## config.mk

```make
export PLATFORM = sky130hd
export DESIGN_NAME = multi_slot_fractional_tick_divider_core
export DESIGN_NICKNAME = d
export VERILOG_FILES = /design/src/hdl/mstd_pkg.sv /design/src/hdl/mstd_slot_step.sv /design/src/hdl/multi_slot_fractional_tick_divider_core.sv
export SDC_FILE = /design/constraint.sdc
export NUM_CORES = 1
export LEC_CHECK = 0
export BUFFER_PORTS_ARGS = -buffer_cell sky130_fd_sc_hd__buf_2
export CORE_UTILIZATION = 38
export DETAILED_ROUTE_END_ITERATION = 10
export MAX_ROUTING_LAYER = met4
export PLACE_DENSITY_LB_ADDON = 0.2
export RECOVER_POWER = 100
export SLEW_MARGIN = 10
export SYNTH_ARGS = -nofsm -noshare
export SYNTH_HDL_FRONTEND = slang
export SYNTH_SLANG_ARGS = --single-unit
```

## constraint.sdc

```tcl
create_clock -name clk -period 8.3 [get_ports clk]
set_clock_uncertainty 0.15 [all_clocks]
set_input_delay 1.66 -clock clk [delete_from_list [all_inputs] [get_ports clk]]
set_output_delay 1.66 -clock clk [all_outputs]
set_load 0.02 [all_outputs]
```

## src/hdl/mstd_pkg.sv

```systemverilog
`default_nettype none
package mstd_pkg;

	localparam int RATE_ENTRIES = 6;
	localparam int RESULT_LIMIT = 8;

	typedef enum logic [1:0] {
		ST_IDLE,
		ST_REG,
		ST_SCAN,
		ST_FLUSH
	} state_t;

	typedef enum logic [1:0] {
		STATUS_FIRED  = 2'd0,
		STATUS_ACCEPT = 2'd1,
		STATUS_REJECT = 2'd2
	} status_t;

	localparam logic CMD_TICK = 1'b0;
	localparam logic CMD_REG  = 1'b1;

	typedef struct packed {
		logic [7:0] tick;
		logic [1:0] extra;
		logic [2:0] entry;
	} slot_t;

	typedef struct packed {
		slot_t nxt;
		logic  expire;
	} step_t;

	function automatic logic [7:0] rate_reload(input logic [2:0] entry);
		logic [7:0] r;
		case (entry)
			3'd1: r = 8'd1;
			3'd2: r = 8'd10;
			3'd3: r = 8'd8;
			3'd4: r = 8'd5;
			3'd5: r = 8'd250;
			default: r = 8'd0;
		endcase
		return r;
	endfunction

	function automatic logic [1:0] rate_extra(input logic [2:0] entry);
		logic [1:0] r;
		case (entry)
			3'd3: r = 2'd3;
			default: r = 2'd0;
		endcase
		return r;
	endfunction

endpackage
`default_nettype wire

```

## src/hdl/mstd_slot_step.sv

```systemverilog
`default_nettype none
module mstd_slot_step (
	input  mstd_pkg::slot_t cur,
	output mstd_pkg::step_t step
);

	logic [7:0] t1;
	logic [1:0] e1;
	logic [7:0] reload;

	always_comb begin
		t1 = cur.tick - 8'd1;
		e1 = cur.extra - 2'd1;
		reload = mstd_pkg::rate_reload(cur.entry);
		step.nxt = cur;
		step.expire = 1'b0;
		if (cur.tick != 8'd0) begin
			step.nxt.tick = t1;
			if (t1 == 8'd0) begin
				step.expire = 1'b1;
				step.nxt.tick = reload;
				if (cur.extra != 2'd0) begin
					step.nxt.extra = e1;
					if (e1 == 2'd0) begin
						step.nxt.tick = reload + 8'd1;
						step.nxt.extra = mstd_pkg::rate_extra(cur.entry);
					end
				end
			end
		end
	end

endmodule
`default_nettype wire

```

## src/hdl/multi_slot_fractional_tick_divider_core.sv

```systemverilog
// Multi-slot tick divider: EVENT_SLOTS event slots driven from a base tick.
// Input channel (in_valid/in_ready) carries command, slot and freq_index.
// A tick item (command 0) walks the slots one per cycle while the output
// does not stall, decrementing each active counter; every slot that expires
// yields one result item with status fired, up to RESULT_LIMIT per tick, and
// the final one of the tick carries last. A tick holds in_ready low through
// its walk and flush, also while the receiver stalls, and a tick with no
// expiry gives no result. A register item (command 1) loads one slot from
// the rate table and yields a single accepted or rejected result, which the
// ST_REG state loads into the output register. The block takes one item at
// a time; in_ready is high only between items. The slot walk through the
// shared step unit sets the tick rate. Results go through one output
// register; while the receiver holds out_ready low, the walk pauses at the
// next reported expiry and the result waits unchanged. Reset clears all
// slots except slots 2 and 3, which start on rate entry 1, and drops any
// pending result.
`default_nettype none
module multi_slot_fractional_tick_divider_core #(
	parameter int EVENT_SLOTS = 8
) (
	input  wire        clk,
	input  wire        arst_n,
	input  wire        in_valid,
	output logic       in_ready,
	input  wire        command,
	input  wire [3:0]  slot,
	input  wire [2:0]  freq_index,
	output logic       out_valid,
	input  wire        out_ready,
	output logic [3:0] event_slot,
	output logic [1:0] status,
	output logic       last
);

	localparam int IDX_W = (EVENT_SLOTS > 1) ? $clog2(EVENT_SLOTS) : 1;

	mstd_pkg::state_t state_q, state_d;

	logic [7:0]       tick_q  [EVENT_SLOTS];
	logic [1:0]       extra_q [EVENT_SLOTS];
	logic [2:0]       entry_q [EVENT_SLOTS];

	logic [IDX_W-1:0] idx_q;
	logic [3:0]       n_q;
	logic             pend_valid_q;
	logic [3:0]       pend_slot_q;
	logic [3:0]       reg_slot_q;
	logic [2:0]       reg_idx_q;

	mstd_pkg::slot_t  cur;
	mstd_pkg::step_t  step;

	logic             out_free;
	logic             last_idx;
	logic             report;
	logic             stall;
	logic             scan_go;
	logic             reg_ok;
	logic             reg_go;
	logic             out_load;
	logic [3:0]       out_slot_d;
	logic [1:0]       out_status_d;
	logic             out_last_d;

	assign cur.tick  = tick_q[idx_q];
	assign cur.extra = extra_q[idx_q];
	assign cur.entry = entry_q[idx_q];

	mstd_slot_step u_step (
		.cur  (cur),
		.step (step)
	);

	assign out_free = !out_valid || out_ready;
	assign last_idx = (idx_q == IDX_W'(EVENT_SLOTS - 1));
	assign reg_ok   = ({1'b0, reg_slot_q} < 5'(EVENT_SLOTS))
		&& ({1'b0, reg_idx_q} < 4'(mstd_pkg::RATE_ENTRIES));

	always_comb begin
		state_d = state_q;
		case (state_q)
			mstd_pkg::ST_IDLE: begin
				if (in_valid) begin
					state_d = (command == mstd_pkg::CMD_REG) ? mstd_pkg::ST_REG
						: mstd_pkg::ST_SCAN;
				end
			end
			mstd_pkg::ST_REG: begin
				if (out_free) state_d = mstd_pkg::ST_IDLE;
			end
			mstd_pkg::ST_SCAN: begin
				if (!stall && last_idx) state_d = mstd_pkg::ST_FLUSH;
			end
			mstd_pkg::ST_FLUSH: begin
				if (!pend_valid_q || out_free) state_d = mstd_pkg::ST_IDLE;
			end
			default: state_d = mstd_pkg::ST_IDLE;
		endcase
	end

	always_comb begin
		in_ready     = (state_q == mstd_pkg::ST_IDLE);
		report       = step.expire && (n_q < 4'(mstd_pkg::RESULT_LIMIT));
		stall        = 1'b0;
		scan_go      = 1'b0;
		reg_go       = 1'b0;
		out_load     = 1'b0;
		out_slot_d   = pend_slot_q;
		out_status_d = mstd_pkg::STATUS_FIRED;
		out_last_d   = 1'b0;
		case (state_q)
			mstd_pkg::ST_REG: begin
				reg_go       = out_free;
				out_load     = out_free;
				out_slot_d   = reg_slot_q;
				out_status_d = reg_ok ? mstd_pkg::STATUS_ACCEPT : mstd_pkg::STATUS_REJECT;
				out_last_d   = 1'b1;
			end
			mstd_pkg::ST_SCAN: begin
				stall    = report && pend_valid_q && !out_free;
				scan_go  = !stall;
				out_load = !stall && report && pend_valid_q;
			end
			mstd_pkg::ST_FLUSH: begin
				out_load   = pend_valid_q && out_free;
				out_last_d = 1'b1;
			end
			default: begin
			end
		endcase
	end

	always_ff @(posedge clk or negedge arst_n) begin
		if (!arst_n) begin
			state_q      <= mstd_pkg::ST_IDLE;
			idx_q        <= '0;
			n_q          <= '0;
			pend_valid_q <= 1'b0;
			out_valid    <= 1'b0;
			for (int i = 0; i < EVENT_SLOTS; i++) begin
				tick_q[i]  <= (i == 2 || i == 3) ? 8'd1 : 8'd0;
				extra_q[i] <= 2'd0;
				entry_q[i] <= (i == 2 || i == 3) ? 3'd1 : 3'd0;
			end
		end else begin
			state_q <= state_d;
			if (in_valid && in_ready) begin
				idx_q <= '0;
				n_q   <= '0;
			end
			if (scan_go) begin
				tick_q[idx_q]  <= step.nxt.tick;
				extra_q[idx_q] <= step.nxt.extra;
				entry_q[idx_q] <= step.nxt.entry;
				if (!last_idx) idx_q <= idx_q + IDX_W'(1);
				if (report) begin
					pend_valid_q <= 1'b1;
					n_q          <= n_q + 4'd1;
				end
			end
			if (state_q == mstd_pkg::ST_FLUSH && out_load) pend_valid_q <= 1'b0;
			if (reg_go && reg_ok) begin
				tick_q[reg_slot_q[IDX_W-1:0]]  <= mstd_pkg::rate_reload(reg_idx_q);
				extra_q[reg_slot_q[IDX_W-1:0]] <= mstd_pkg::rate_extra(reg_idx_q);
				entry_q[reg_slot_q[IDX_W-1:0]] <= reg_idx_q;
			end
			if (out_load) begin
				out_valid <= 1'b1;
			end else if (out_ready) begin
				out_valid <= 1'b0;
			end
		end
	end

	always_ff @(posedge clk) begin
		if (in_valid && in_ready) begin
			reg_slot_q <= slot;
			reg_idx_q  <= freq_index;
		end
		if (scan_go && report) pend_slot_q <= 4'(idx_q);
		if (out_load) begin
			event_slot <= out_slot_d;
			status     <= out_status_d;
			last       <= out_last_d;
		end
	end

endmodule
`default_nettype wire

```

==> metrics.md, run 1 <==
| Metric | Value |
|---|---|
| P&R area growth vs syn | 10.40% |
| CTS tree | done |
| Share of cells above drive strength 1 | 0.1224 |
| Die Y-Extent | 142.8 µm |
| Number of cell rows | 51 |
| Yosys warns | 0 |
| Max Buffers Root-to-Sink | 2 |
| Post-CTS sizing | 0 |
| RSZ-0062 raised after global routing | no |
| Run status | finished, violations left |
| Vias in the first global route | 6056 |
| # clock sinks | 132 |
| Initial antenna violation count | 0 |
| Path type of the worst min-delay path | reg2reg |
| Worst-skew pair later-pin latency | 0.43 ns |
| Reg2reg path depth | 10 |
| Non-filler cells, final | 1041 |
| Post-synth ARST share | 0.8712 |
| Die Width | 142.8 µm |
| Top cells by area, synth | dfrtp_1, edfxtp_1, nand2_1 |
| Num CTS Buffers | 17 |
| Worst stage delay on the critical path | 1.59 ns |
| Total track usage | 0.2562 |
| Final min period | 6.317 ns |
| Failing checks | capacitance limit, slew limit |
| Synthesized area | 7532 µm² |
| Post-Syn Area per Cell | 9.911 µm² |
| WS Path Type | reg2reg |
| Synthesis-stage register bit count | 132 |
| Design Area, Final | 8315 µm² |
| Antenna Cells | 0 |
| Placed Instances | 1009 |
| Setup_tns | 0 ns |
| Netlist cell types | 76 |
| Leakage | 3.553 nW |
| WP data required | 8.38 ns |
| Drc violations | 0 |
| Placed cell area | 7769 µm² |
| Iter 0 DRT Violations | 722 |
| Switch Pwr | 1.847 mW |
| Yosys top cell area share | 0.3688 |
| WP buf/inv | 2 |
| Power per standard cell area | 474.9 nW/µm² |
| Core area | 19460 µm² |
| ANT nets after route | 0 |
| Hold slack | 0.3309 ns |
| Yosys top cell by area | dfrtp_1 |
| Sequential share of power | 0.271 |
| CP top delay family | buffers and inverters |
| Crit-path max FO | 41 |
| Fmax | 158.3 MHz |
| Post-route setup slack | 1.983 ns |
| Crit path arrival time | 6.40 ns |
| Clock Tree Root | clkbuf_16 |
| Syn Nets | 782 |
| Worst vdd ir | 209.5 µV |
| Wirelength per Cell | 22.86 µm |
| Initial Utilization | 0.3870 |
| Final setup fails | 0 |
| CTS clock-pin slew for the worst setup and hold paths | 0.06 ns |
| Initial DRT Pass Iterations | 6 |
| EDFF count, synth | 17 |
| Io pins | 21 |
| Final period util | 0.7611 |
| Internal power | 2.101 mW |
| Final wirelength | 23800 µm |
| Levels on crit path | 10 |
| GPL Wtd Cong | 0.9279 |
| First-pass GRT wire length | 36840 µm |
| Final hold vios | 0 |
| Vias | 6260 |
| Buffers on Ports | 20 |
| CP max-delay cell | clkbuf_1 |
| GR Overflow Total | 0 |
| Die ar. | 20390 µm² |
| Fin nets | 785 |
| Final-report max-slew violation count | 197 |
| Via density | 6.013 |
| DP HPWL | 16820 µm |
| Post-CTS setup repair buffer count | 0 |
| Final Util | 0.4273 |
| Worst slew margin | -0.5285 |
| Worst-Margin Slew | 2.293 ns |
| Switching fraction of total power | 0.4679 |
| Max Cap Viol | 4 |
| Worst hold stages | 2 |
| Gate power share | 0.531 |
| CP Launch Type | register |
| Critical Path Sink Type | register |
| Hold_buf cts | 0 |
| Seq/Total Area, Yosys | 0.4505 |
| Most used DFF post-synth | dfrtp_1 |
| H-tree depth | 4 |
| Critical-path cell list | clkbuf_1 -> inv_1 -> mux4_2 -> ha_1 -> nand3_2 -> nand4bb_1 -> xor2_1 -> nand4_2 -> a21oi_1 -> a221oi_1 |
| Post-place setup slack | 3.276 ns |
| Clock power frac | 0.198 |
| Largest net degree at the start of global routing | 75 |
| Synth Instances | 760 |
| Total Power | 3.949 mW |
==> worst min-delay path, delay by kind of cell, from the launching register on <==
family | cells | cell delay [ns]
AND/OR/NAND/NOR | 1 | 0.04
flip-flops | 1 | 0.34
AO/OA/AOI/OAI | 1 | 0.06
==> kinds of logic after synthesis <==
group / count (synthesis) / synth area share
simple gates: 263 / 0.1651
compound gates: 189 / 0.1983
flops: 132 / 0.4505
buf+inv: 106 / 0.06379
mux: 49 / 0.09186
xor+xnor: 11 / 0.01379
fa+ha+maj: 10 / 0.01661
==> state kept, by name (all words and copies together) (netlist names) <==
signal        cells
state_q           2
out_valid         1
idx_q             3
last              1
reg_slot_q        4
pend_valid_q      1
event_slot        4
entry_q          24
pend_slot_q       3
tick_q           64
status            2
reg_idx_q         3
n_q               4
extra_q          16
==> path summary, 6_finish.rpt <==
| path | slack (ns) | startpoint | endpoint |
|---|---|---|---|
| worst max-delay path | 1.98 | idx_q[0] | extra_q[6] |
| worst min-delay path | 0.33 | entry_q[20] | entry_q[20] |
| worst max register to register | 1.98 | idx_q[0] | extra_q[6] |
| worst min register to register | 0.33 | entry_q[20] | entry_q[20] |
| max in group asynchronous | 3.35 | arst_n | entry_q[16] |
| min in group asynchronous | 1.76 | arst_n | tick_q[28] |
==> Yosys cell counts (6+ instances only) <==
| master | count |
|---|---|
| mux2i_1 | 23 |
| o21ai_0 | 35 |
| o221ai_1 | 15 |
| mux2_2 | 12 |
| nand3_1 | 18 |
| dfrtp_1 | 111 |
| a21oi_1 | 18 |
| a221o_1 | 18 |
| buf_6 | 9 |
| mux4_2 | 8 |
| nor2_1 | 68 |
| nand2_1 | 101 |
| and3_1 | 7 |
| nor3_1 | 14 |
| edfxtp_1 | 17 |
| buf_2 | 6 |
| ha_1 | 10 |
| o211ai_1 | 25 |
| or3_1 | 7 |
| clkbuf_1 | 20 |
| nor2b_1 | 11 |
| inv_1 | 64 |
| nand2b_1 | 7 |
| a221oi_1 | 35 |
| xnor2_1 | 6 |
==> cell type report <==
| class | instances | area, µm² |
|---|---|---|
| multi-input cells | 522 | 3626 |
| well taps | 265 | 331.6 |
| clock inverters | 15 | 181.4 |
| clock buffers | 17 | 425.4 |
| repair buffers | 25 | 113.9 |
| flip-flops and latches | 132 | 3393 |
| fillers | 1894 | 11150 |
| inverters | 65 | 244.0 |
==> cells in the final DEF (no fill, tap or decap), types with 5 or more instances in the layout <==
cell type,count
a22oi_1,5
clkbuf_1,13
nand2_1,101
nand3_1,18
a221o_1,18
clkbuf_16,17
dfrtp_1,111
a21oi_1,19
nand2b_1,7
o221ai_1,15
edfxtp_1,17
nor2_1,68
o21ai_0,35
buf_2,9
mux2i_1,23
mux2_2,12
or3_1,7
nor2b_1,11
o211ai_1,25
ha_1,10
and3_1,7
mux4_2,8
xnor2_1,6
inv_1,64
a221oi_1,39
nor3_1,14
==> power groups by stage <==
stage	clock network, mW	logic (mW)	registers (mW)
2_1_floorplan	0	1.53	0.998
6_report	0.783	2.10	1.07
4_1_cts	0.790	2.07	1.06
5_1_grt	0.816	2.25	1.09
3_3_place_gp	0	2.03	1.07
3_5_place_dp	0	2.06	1.07
==> metal layers <==
layer / wire length, µm / global-route usage / part of all wire
met5: 0 / - / 0
met4: 837 / 0.1104 / 0.035
met3: 1511 / 0.04359 / 0.063
met2: 11080 / 0.3947 / 0.47
met1: 10370 / 0.3325 / 0.44
Note: power is estimated with default switching activity, not from simulation.
==> inputs of run 2 (changes only) <==
==> constraint.sdc (replaced) <==
create_clock -name clk -period 6.1 [get_ports clk]
set_clock_uncertainty 0.15 [all_clocks]
set_input_delay 1.22 -clock clk [delete_from_list [all_inputs] [get_ports clk]]
set_output_delay 1.22 -clock clk [all_outputs]
set_load 0.02 [all_outputs]
==> run 2 against run 1 <==
Net effect: final cell count is 0.19% higher; core utilization is 0.30 points lower; routed wire length is 0.85% lower; the run still ends with capacitance limit, slew limit left; global-route usage is 0.30 points lower; power is 33% higher; critical endpoint is now tick_q[26]; cell area is 0.69% lower; combinational power is 33% higher; clock-buffer cell count is 2 higher; sequential power is 38% higher; die area stayed put.
==> metrics.md, run 2 (synthesis gave the netlist of run 1 again) <==
| Metric | Value |
|---|---|
| Internal power | 2.776 mW (was 2.101 mW) |
| CP Launch Type | register (unchanged) |
| GPL Wtd Cong | 0.8722 (was 0.9279) |
| Die ar. | 20390 µm² (unchanged) |
| Fin nets | 787 (was 785) |
| Worst-skew pair later-pin latency | 0.43 ns (about the same) |
| Post-CTS setup repair buffer count | 0 (unchanged) |
| Fmax | 192.1 MHz (was 158.3 MHz) |
| Run status | finished, violations left (unchanged) |
| CTS tree | done (unchanged) |
| Biggest register | tick_q (unchanged) |
| Max Cap Viol | 1 (was 4) |
| Number of cell rows | 51 (unchanged) |
| Num CTS Buffers | 17 (unchanged) |
| Initial Utilization | 0.3870 (unchanged) |
| Share of cells above drive strength 1 | 0.1144 (was 0.1224) |
| CP max-delay cell | dfrtp_1 (was clkbuf_1) |
| Commonest non-fill, non-tap cell in the layout | dfrtp_1 (unchanged) |
| Final-report max-slew violation count | 72 (was 197) |
| Iter 0 DRT Violations | 553 (was 722) |
| GR Overflow Total | 0 (unchanged) |
| ANT nets after route | 0 (unchanged) |
| Critical Path Sink Type | register (unchanged) |
| Crit path arrival time | 5.42 ns (was 6.40 ns) |
| Top Registers | tick_q x64, entry_q x24, extra_q x16 (unchanged) |
| CTS clock-pin slew for the worst setup and hold paths | 0.06 ns (about the same) |
| Worst vdd ir | 279.6 µV (was 209.5 µV) |
| Vias in the first global route | 6262 (was 6056) |
| Gate power share | 0.533 (was 0.531) |
| Failing checks | capacitance limit, slew limit (unchanged) |
| Setup_tns | 0 ns (unchanged) |
| Final min period | 5.206 ns (was 6.317 ns) |
| H-tree depth | 4 (unchanged) |
| Antenna Cells | 0 (unchanged) |
| Gr busiest metal | met2 (unchanged) |
| Buffers on Ports | 20 (unchanged) |
| Initial DRT Pass Iterations | 5 (was 6) |
| First-pass GRT wire length | 36640 µm (was 36840 µm) |
| Met1 usage | 0.3303 (was 0.3325) |
| Critical-path cell list | buf_4 -> mux4_2 -> mux2_1 -> or3_1 -> a21boi_2 -> ha_1 -> nand2_1 -> xor2_1 -> nand4_1 -> a21oi_1 -> a221o_1 (was clkbuf_1 -> inv_1 -> mux4_2 -> ha_1 -> nand3_2 -> nand4bb_1 -> xor2_1 -> nand4_2 -> a21oi_1 -> a221oi_1) |
| Die Width | 142.8 µm (unchanged) |
| Die Y-Extent | 142.8 µm (unchanged) |
| Largest net degree at the start of global routing | 72 (was 75) |
| Crit-path max FO | 30 (was 41) |
| Final setup fails | 0 (unchanged) |
| GRT met2 Usage | 0.3873 (was 0.3947) |
| Initial antenna violation count | 0 (unchanged) |
| Worst-Margin Slew | 3.893 ns (was 2.293 ns) |
| Clock power frac | 0.184 (was 0.198) |
| Hold slack | 0.3252 ns (was 0.3309 ns) |
| WS Path Type | reg2reg (unchanged) |
| Max reg flops | 64 (unchanged) |
| Leakage | 3.541 nW (was 3.553 nW) |
| Final wirelength | 23600 µm (was 23800 µm) |
| P&R area growth vs syn | 9.635% (was 10.40%) |
| Post-CTS sizing | 0 (unchanged) |
| Fillcell total | 1912 (was 1894) |
| Power per standard cell area | 634.1 nW/µm² (was 474.9 nW/µm²) |
| RSZ-0062 raised after global routing | no (unchanged) |
| Drc violations | 0 (unchanged) |
| # clock sinks | 132 (unchanged) |
| Path type of the worst min-delay path | reg2reg (unchanged) |
| Met3 Use GR | 0.05097 (was 0.04359) |
| Core area | 19460 µm² (unchanged) |
| Vias | 6292 (was 6260) |
| WP data required | 6.31 ns (was 8.38 ns) |
| Final hold vios | 0 (unchanged) |
| Sequential share of power | 0.283 (was 0.271) |
| Io pins | 21 (unchanged) |
| Hold_buf cts | 0 (unchanged) |
| DP HPWL | 16880 µm (was 16820 µm) |
| Total track usage | 0.2533 (was 0.2562) |
| Switch Pwr | 2.460 mW (was 1.847 mW) |
| Max Buffers Root-to-Sink | 2 (unchanged) |
| Final period util | 0.8534 (was 0.7611) |
| Most frequent cells in the layout | dfrtp_1, nand2_1, nor2_1, inv_1, a221oi_1 (unchanged) |
| Clock Tree Root | clkbuf_16 (unchanged) |
| Worst slew margin | -1.595 (was -0.5285) |
| Wirelength per Cell | 22.62 µm (was 22.86 µm) |
| Switching fraction of total power | 0.4698 (was 0.4679) |
| Worst stage delay on the critical path | 1.28 ns (was 1.59 ns) |
| Via density | 6.033 (was 6.013) |
[run 2: critical path: cells and delay by family, from the launching register on]
kind	cells	cell delay [ns]
compound gates	3	1.34
flops	1	1.28
mux	2	0.85
simple gates	3	0.61
buf+inv	1	0.52
fa+ha+maj	1	0.20
xor+xnor	1	0.15
[run 2: final timing paths]
check | from | to | slack, ns | cells after the start
max | idx_q[2] | tick_q[26] | 0.89 | 11
min in group asynchronous | arst_n | tick_q[39] | 1.99 | 1
max reg2reg | idx_q[2] | tick_q[26] | 0.89 | 11
min reg2reg | entry_q[19] | entry_q[19] | 0.33 | 2
max in group asynchronous | arst_n | state_q[1] | 1.59 | 2
min | entry_q[19] | entry_q[19] | 0.33 | 2
[run 2: final cells by class]
cell class	count	area, µm²	area share
tap	265	331.6	0.04015
inverter	65	244.0	0.02955
sequential	132	3393	0.4109
multi-input combinational	522	3612	0.4374
timing repair buffer	27	135.1	0.01636
clock inverter	13	108.9	0.01318
clock buffer	19	432.9	0.05242
[run 2: power groups by stage]
stage / clock network, mW / registers (mW) / logic [mW]
floorplan: 0 / 1.36 / 2.08
global placement: 0 / 1.47 / 2.72
detailed placement: 0 / 1.48 / 2.77
CTS: 0.978 / 1.47 / 2.78
global route: 1.02 / 1.51 / 3.00
finish: 0.964 / 1.48 / 2.79
[run 2: routing by layer]
metal / wire [µm] / vias to the layer above
li1: - / 2802
met1: 10490 / 3189
met2: 11040 / 258
met3: 1463 / 43
met4: 599 / 0
met5: 0 / -
[run 2: stage by stage]
stage          utilization  worst slack, ns  std cells  instance area (µm²)  total power, mW
2_1_floorplan            -            1.784        760                 7532            3.437
3_3_place_gp        0.3999            1.521       1011                 7784            4.193
3_5_place_dp        0.3999            1.449       1011                 7784            4.257
4_1_cts             0.4278            1.437       1043                 8325            5.230
5_1_grt             0.4243           0.6744       1043                 8258            5.533
6_report            0.4243           0.8942       1043                 8258            5.236
==> inputs of run 3 (changes only) <==
--- a/config.mk
+++ b/config.mk
@@ -11,7 +11,7 @@
 export MAX_ROUTING_LAYER = met4
 export PLACE_DENSITY_LB_ADDON = 0.2
 export RECOVER_POWER = 100
-export SLEW_MARGIN = 10
+export SLEW_MARGIN = 0
 export SYNTH_ARGS = -nofsm -noshare
 export SYNTH_HDL_FRONTEND = slang
 export SYNTH_SLANG_ARGS = --single-unit
==> constraint.sdc (replaced) <==
create_clock -name clk -period 6.1 [get_ports clk]
set_clock_uncertainty 0.15 [all_clocks]
set_input_delay 0.305 -clock clk [delete_from_list [all_inputs] [get_ports clk]]
set_output_delay 0.305 -clock clk [all_outputs]
set_load 0.02 [all_outputs]
==> run 3 against run 2 <==
Net effect: the run still ends with capacitance limit, slew limit left; clock-buffer cell count is the same; via count grew 0.52%; routed wire length grew 0.27%; non-clock buffer count grew 9; power grew 0.14%; combinational power is essentially flat; core utilization grew 0.47 points; worst setup slack lost 0.025 ns; flip-flop and latch count is the same; sequential power is essentially flat; die area is the same; critical path type unchanged.
==> metrics.md, run 3 (synthesis gave the netlist of run 1 again) <==
| Metric | Value |
|---|---|
| Final Util | 0.4290 (was 0.4243) |
| Antenna Cells | 0 (unchanged) |
| GR Overflow Total | 0 (unchanged) |
| Max Buffers Root-to-Sink | 2 (unchanged) |
| Num CTS Buffers | 17 (unchanged) |
| Vias | 6325 (was 6292) |
| Buffers on Ports | 20 (unchanged) |
| GRT met2 Usage | 0.3880 (was 0.3873) |
| Final wirelength | 23660 µm (was 23600 µm) |
| Fin nets | 796 (was 787) |
| Met3 Use GR | 0.05097 (unchanged) |
| DP HPWL | 16880 µm (unchanged) |
| Post-CTS sizing | 0 (unchanged) |
| Commonest non-fill, non-tap cell in the layout | dfrtp_1 (unchanged) |
| WP buf/inv | 0 (was 1) |
| Number of cell rows | 51 (unchanged) |
| Path type of the worst min-delay path | in2reg (was reg2reg) |
| Crit path arrival time | 5.13 ns (was 5.42 ns) |
| WS Path Type | reg2reg (unchanged) |
| Design Area, Final | 8349 µm² (was 8258 µm²) |
| First-pass GRT wire length | 36740 µm (was 36640 µm) |
| Worst vdd ir | 277.5 µV (was 279.6 µV) |
| Post-CTS setup repair buffer count | 0 (unchanged) |
| RR Endpoint | event_slot[0] (was tick_q[26]) |
| Levels on crit path | 9 (was 11) |
| Flop2flop setup slack | 0.87 ns (was 0.89 ns) |
| Leakage | 3.581 nW (was 3.541 nW) |
| Vias in the first global route | 6290 (was 6262) |
| Most frequent cells in the layout | dfrtp_1, nand2_1, nor2_1, inv_1, a221oi_1 (unchanged) |
| Final min period | 5.231 ns (was 5.206 ns) |
| Reg2reg path depth | 9 (was 11) |
| Placed cell area | 7784 µm² (unchanged) |
| Final-report max-slew violation count | 72 (unchanged) |
| Top Registers | tick_q x64, entry_q x24, extra_q x16 (unchanged) |
| Worst-skew pair later-pin latency | 0.43 ns (about the same) |
| ANT nets after route | 0 (unchanged) |
| Worst slew margin | -1.580 (was -1.595) |
| Max Cap Viol | 1 (unchanged) |
| CP Launch Type | register (unchanged) |
| Core area | 19460 µm² (unchanged) |
| Total track usage | 0.2538 (was 0.2533) |
| Worst stage delay on the critical path | 1.29 ns (was 1.28 ns) |
| Die ar. | 20390 µm² (unchanged) |
| Hold slack | 0.01990 ns (was 0.3252 ns) |
| Run status | finished, violations left (unchanged) |
| Met1 usage | 0.3311 (was 0.3303) |
| Largest net degree at the start of global routing | 72 (unchanged) |
| Iter 0 DRT Violations | 602 (was 553) |
| CTS tree | done (unchanged) |
| Biggest register | tick_q (unchanged) |
| P&R area growth vs syn | 10.85% (was 9.635%) |
| Initial Utilization | 0.3870 (unchanged) |
| Hold_buf cts | 9 (was 0) |
| H-tree depth | 4 (unchanged) |
| Fillcell total | 1903 (was 1912) |
| WP data required | 6.00 ns (was 6.31 ns) |
| R2r startpoint | idx_q[2] (unchanged) |
| Via density | 6.012 (was 6.033) |
| Drc violations | 0 (unchanged) |
| Die Width | 142.8 µm (unchanged) |
| Clock Tree Root | clkbuf_16 (unchanged) |
| Fmax | 191.2 MHz (was 192.1 MHz) |
| CP top delay family | simple AND/OR/NAND/NOR gates (was compound AO/OA/AOI/OAI gates) |
| Share of cells above drive strength 1 | 0.1144 (about the same) |
| Final hold vios | 0 (unchanged) |
| Power per standard cell area | 628.0 nW/µm² (was 634.1 nW/µm²) |
| Final period util | 0.8575 (was 0.8534) |
| Die Y-Extent | 142.8 µm (unchanged) |
| Initial DRT Pass Iterations | 5 (unchanged) |
| Wirelength per Cell | 22.49 µm (was 22.62 µm) |
| Critical-path cell list | mux2i_1 -> mux4_2 -> ha_1 -> nand3_1 -> nand4bb_1 -> xnor2_1 -> or4_4 -> o21a_1 -> nor3_1 (was buf_4 -> mux4_2 -> mux2_1 -> or3_1 -> a21boi_2 -> ha_1 -> nand2_1 -> xor2_1 -> nand4_1 -> a21oi_1 -> a221o_1) |
| Final setup fails | 0 (unchanged) |
| Worst-Margin Slew | 3.870 ns (was 3.893 ns) |
| Crit-path max FO | 30 (unchanged) |
| Max reg flops | 64 (unchanged) |
| Failing checks | capacitance limit, slew limit (unchanged) |
| Initial antenna violation count | 0 (unchanged) |
| GPL Wtd Cong | 0.8722 (unchanged) |
| Crit path to | event_slot[0] (was tick_q[26]) |
| RSZ-0062 raised after global routing | no (unchanged) |
| CP max-delay cell | dfrtp_1 (unchanged) |
| Io pins | 21 (unchanged) |
| Gr busiest metal | met2 (unchanged) |
| CTS clock-pin slew for the worst setup and hold paths | 0.06 ns (about the same) |
| Critical Path Sink Type | register (unchanged) |
| Worst hold stages | 3 (was 2) |
| Crit. Startpoint | idx_q[2] (unchanged) |
| # clock sinks | 132 (unchanged) |
| Setup_tns | 0 ns (unchanged) |
[run 3: cell types whose count changed in the layout (fill, tap and decap cells not counted)]
| cell | before | now |
|---|---|---|
| clkbuf_1 | 14 | 13 |
| buf_2 | 9 | 10 |
| dlygate4sd3_1 | 0 | 9 |
[run 3: layout make-up]
cell class	instances	area, µm²	share of cell area
inverters	65	244.0	0.02922
clock inverters	13	108.9	0.01304
repair buffers	36	226.5	0.02712
multi-input cells	522	3612	0.4326
flip-flops and latches	132	3393	0.4064
well taps	265	331.6	0.03971
clock buffers	19	432.9	0.05185
[run 3: worst min-delay path by stage]
stage | start | end | slack (ns)
floorplan | arst_n | entry_q[0] | -0.14
global placement | entry_q[21] | entry_q[21] | 0.31
detailed placement | entry_q[19] | entry_q[19] | 0.31
CTS | in_valid | state_q[0] | 0.01
global route | in_valid | state_q[0] | 0.03
finish | in_valid | state_q[0] | 0.02
[run 3: where the power goes]
group	switching (mW)	internal, mW
registers	0.262	1.22
logic	1.79	1.00
clock network	0.407	0.558
total	2.46	2.78
[run 3: through the flow]
| step | std cells | worst slack, ns | power [mW] |
|---|---|---|---|
| final | 1052 | 0.8691 | 5.244 |
| after global routing | 1052 | 0.6744 | 5.538 |
| after CTS | 1052 | 1.437 | 5.234 |
| after detailed placement | 1011 | 1.449 | 4.257 |
| after global placement | 1011 | 1.521 | 4.193 |
| after floorplan | 760 | 1.784 | 3.437 |
[run 3: layer usage]
metal	part of all wire	vias up
met3	0.060	39
li1	-	2824
met5	0	-
met2	0.47	269
met4	0.023	0
met1	0.45	3193
[run 3: worst reg2reg max path, stage by stage, from the launching register on]
cell,delay [ns]
dfrtp_1,1.29
mux2i_1,0.45
mux4_2,0.35
ha_1,0.27
nand3_1,0.24
nand4bb_1,0.34
xnor2_1,0.27
or4_4,0.57
o21a_1,0.21
nor3_1,0.72
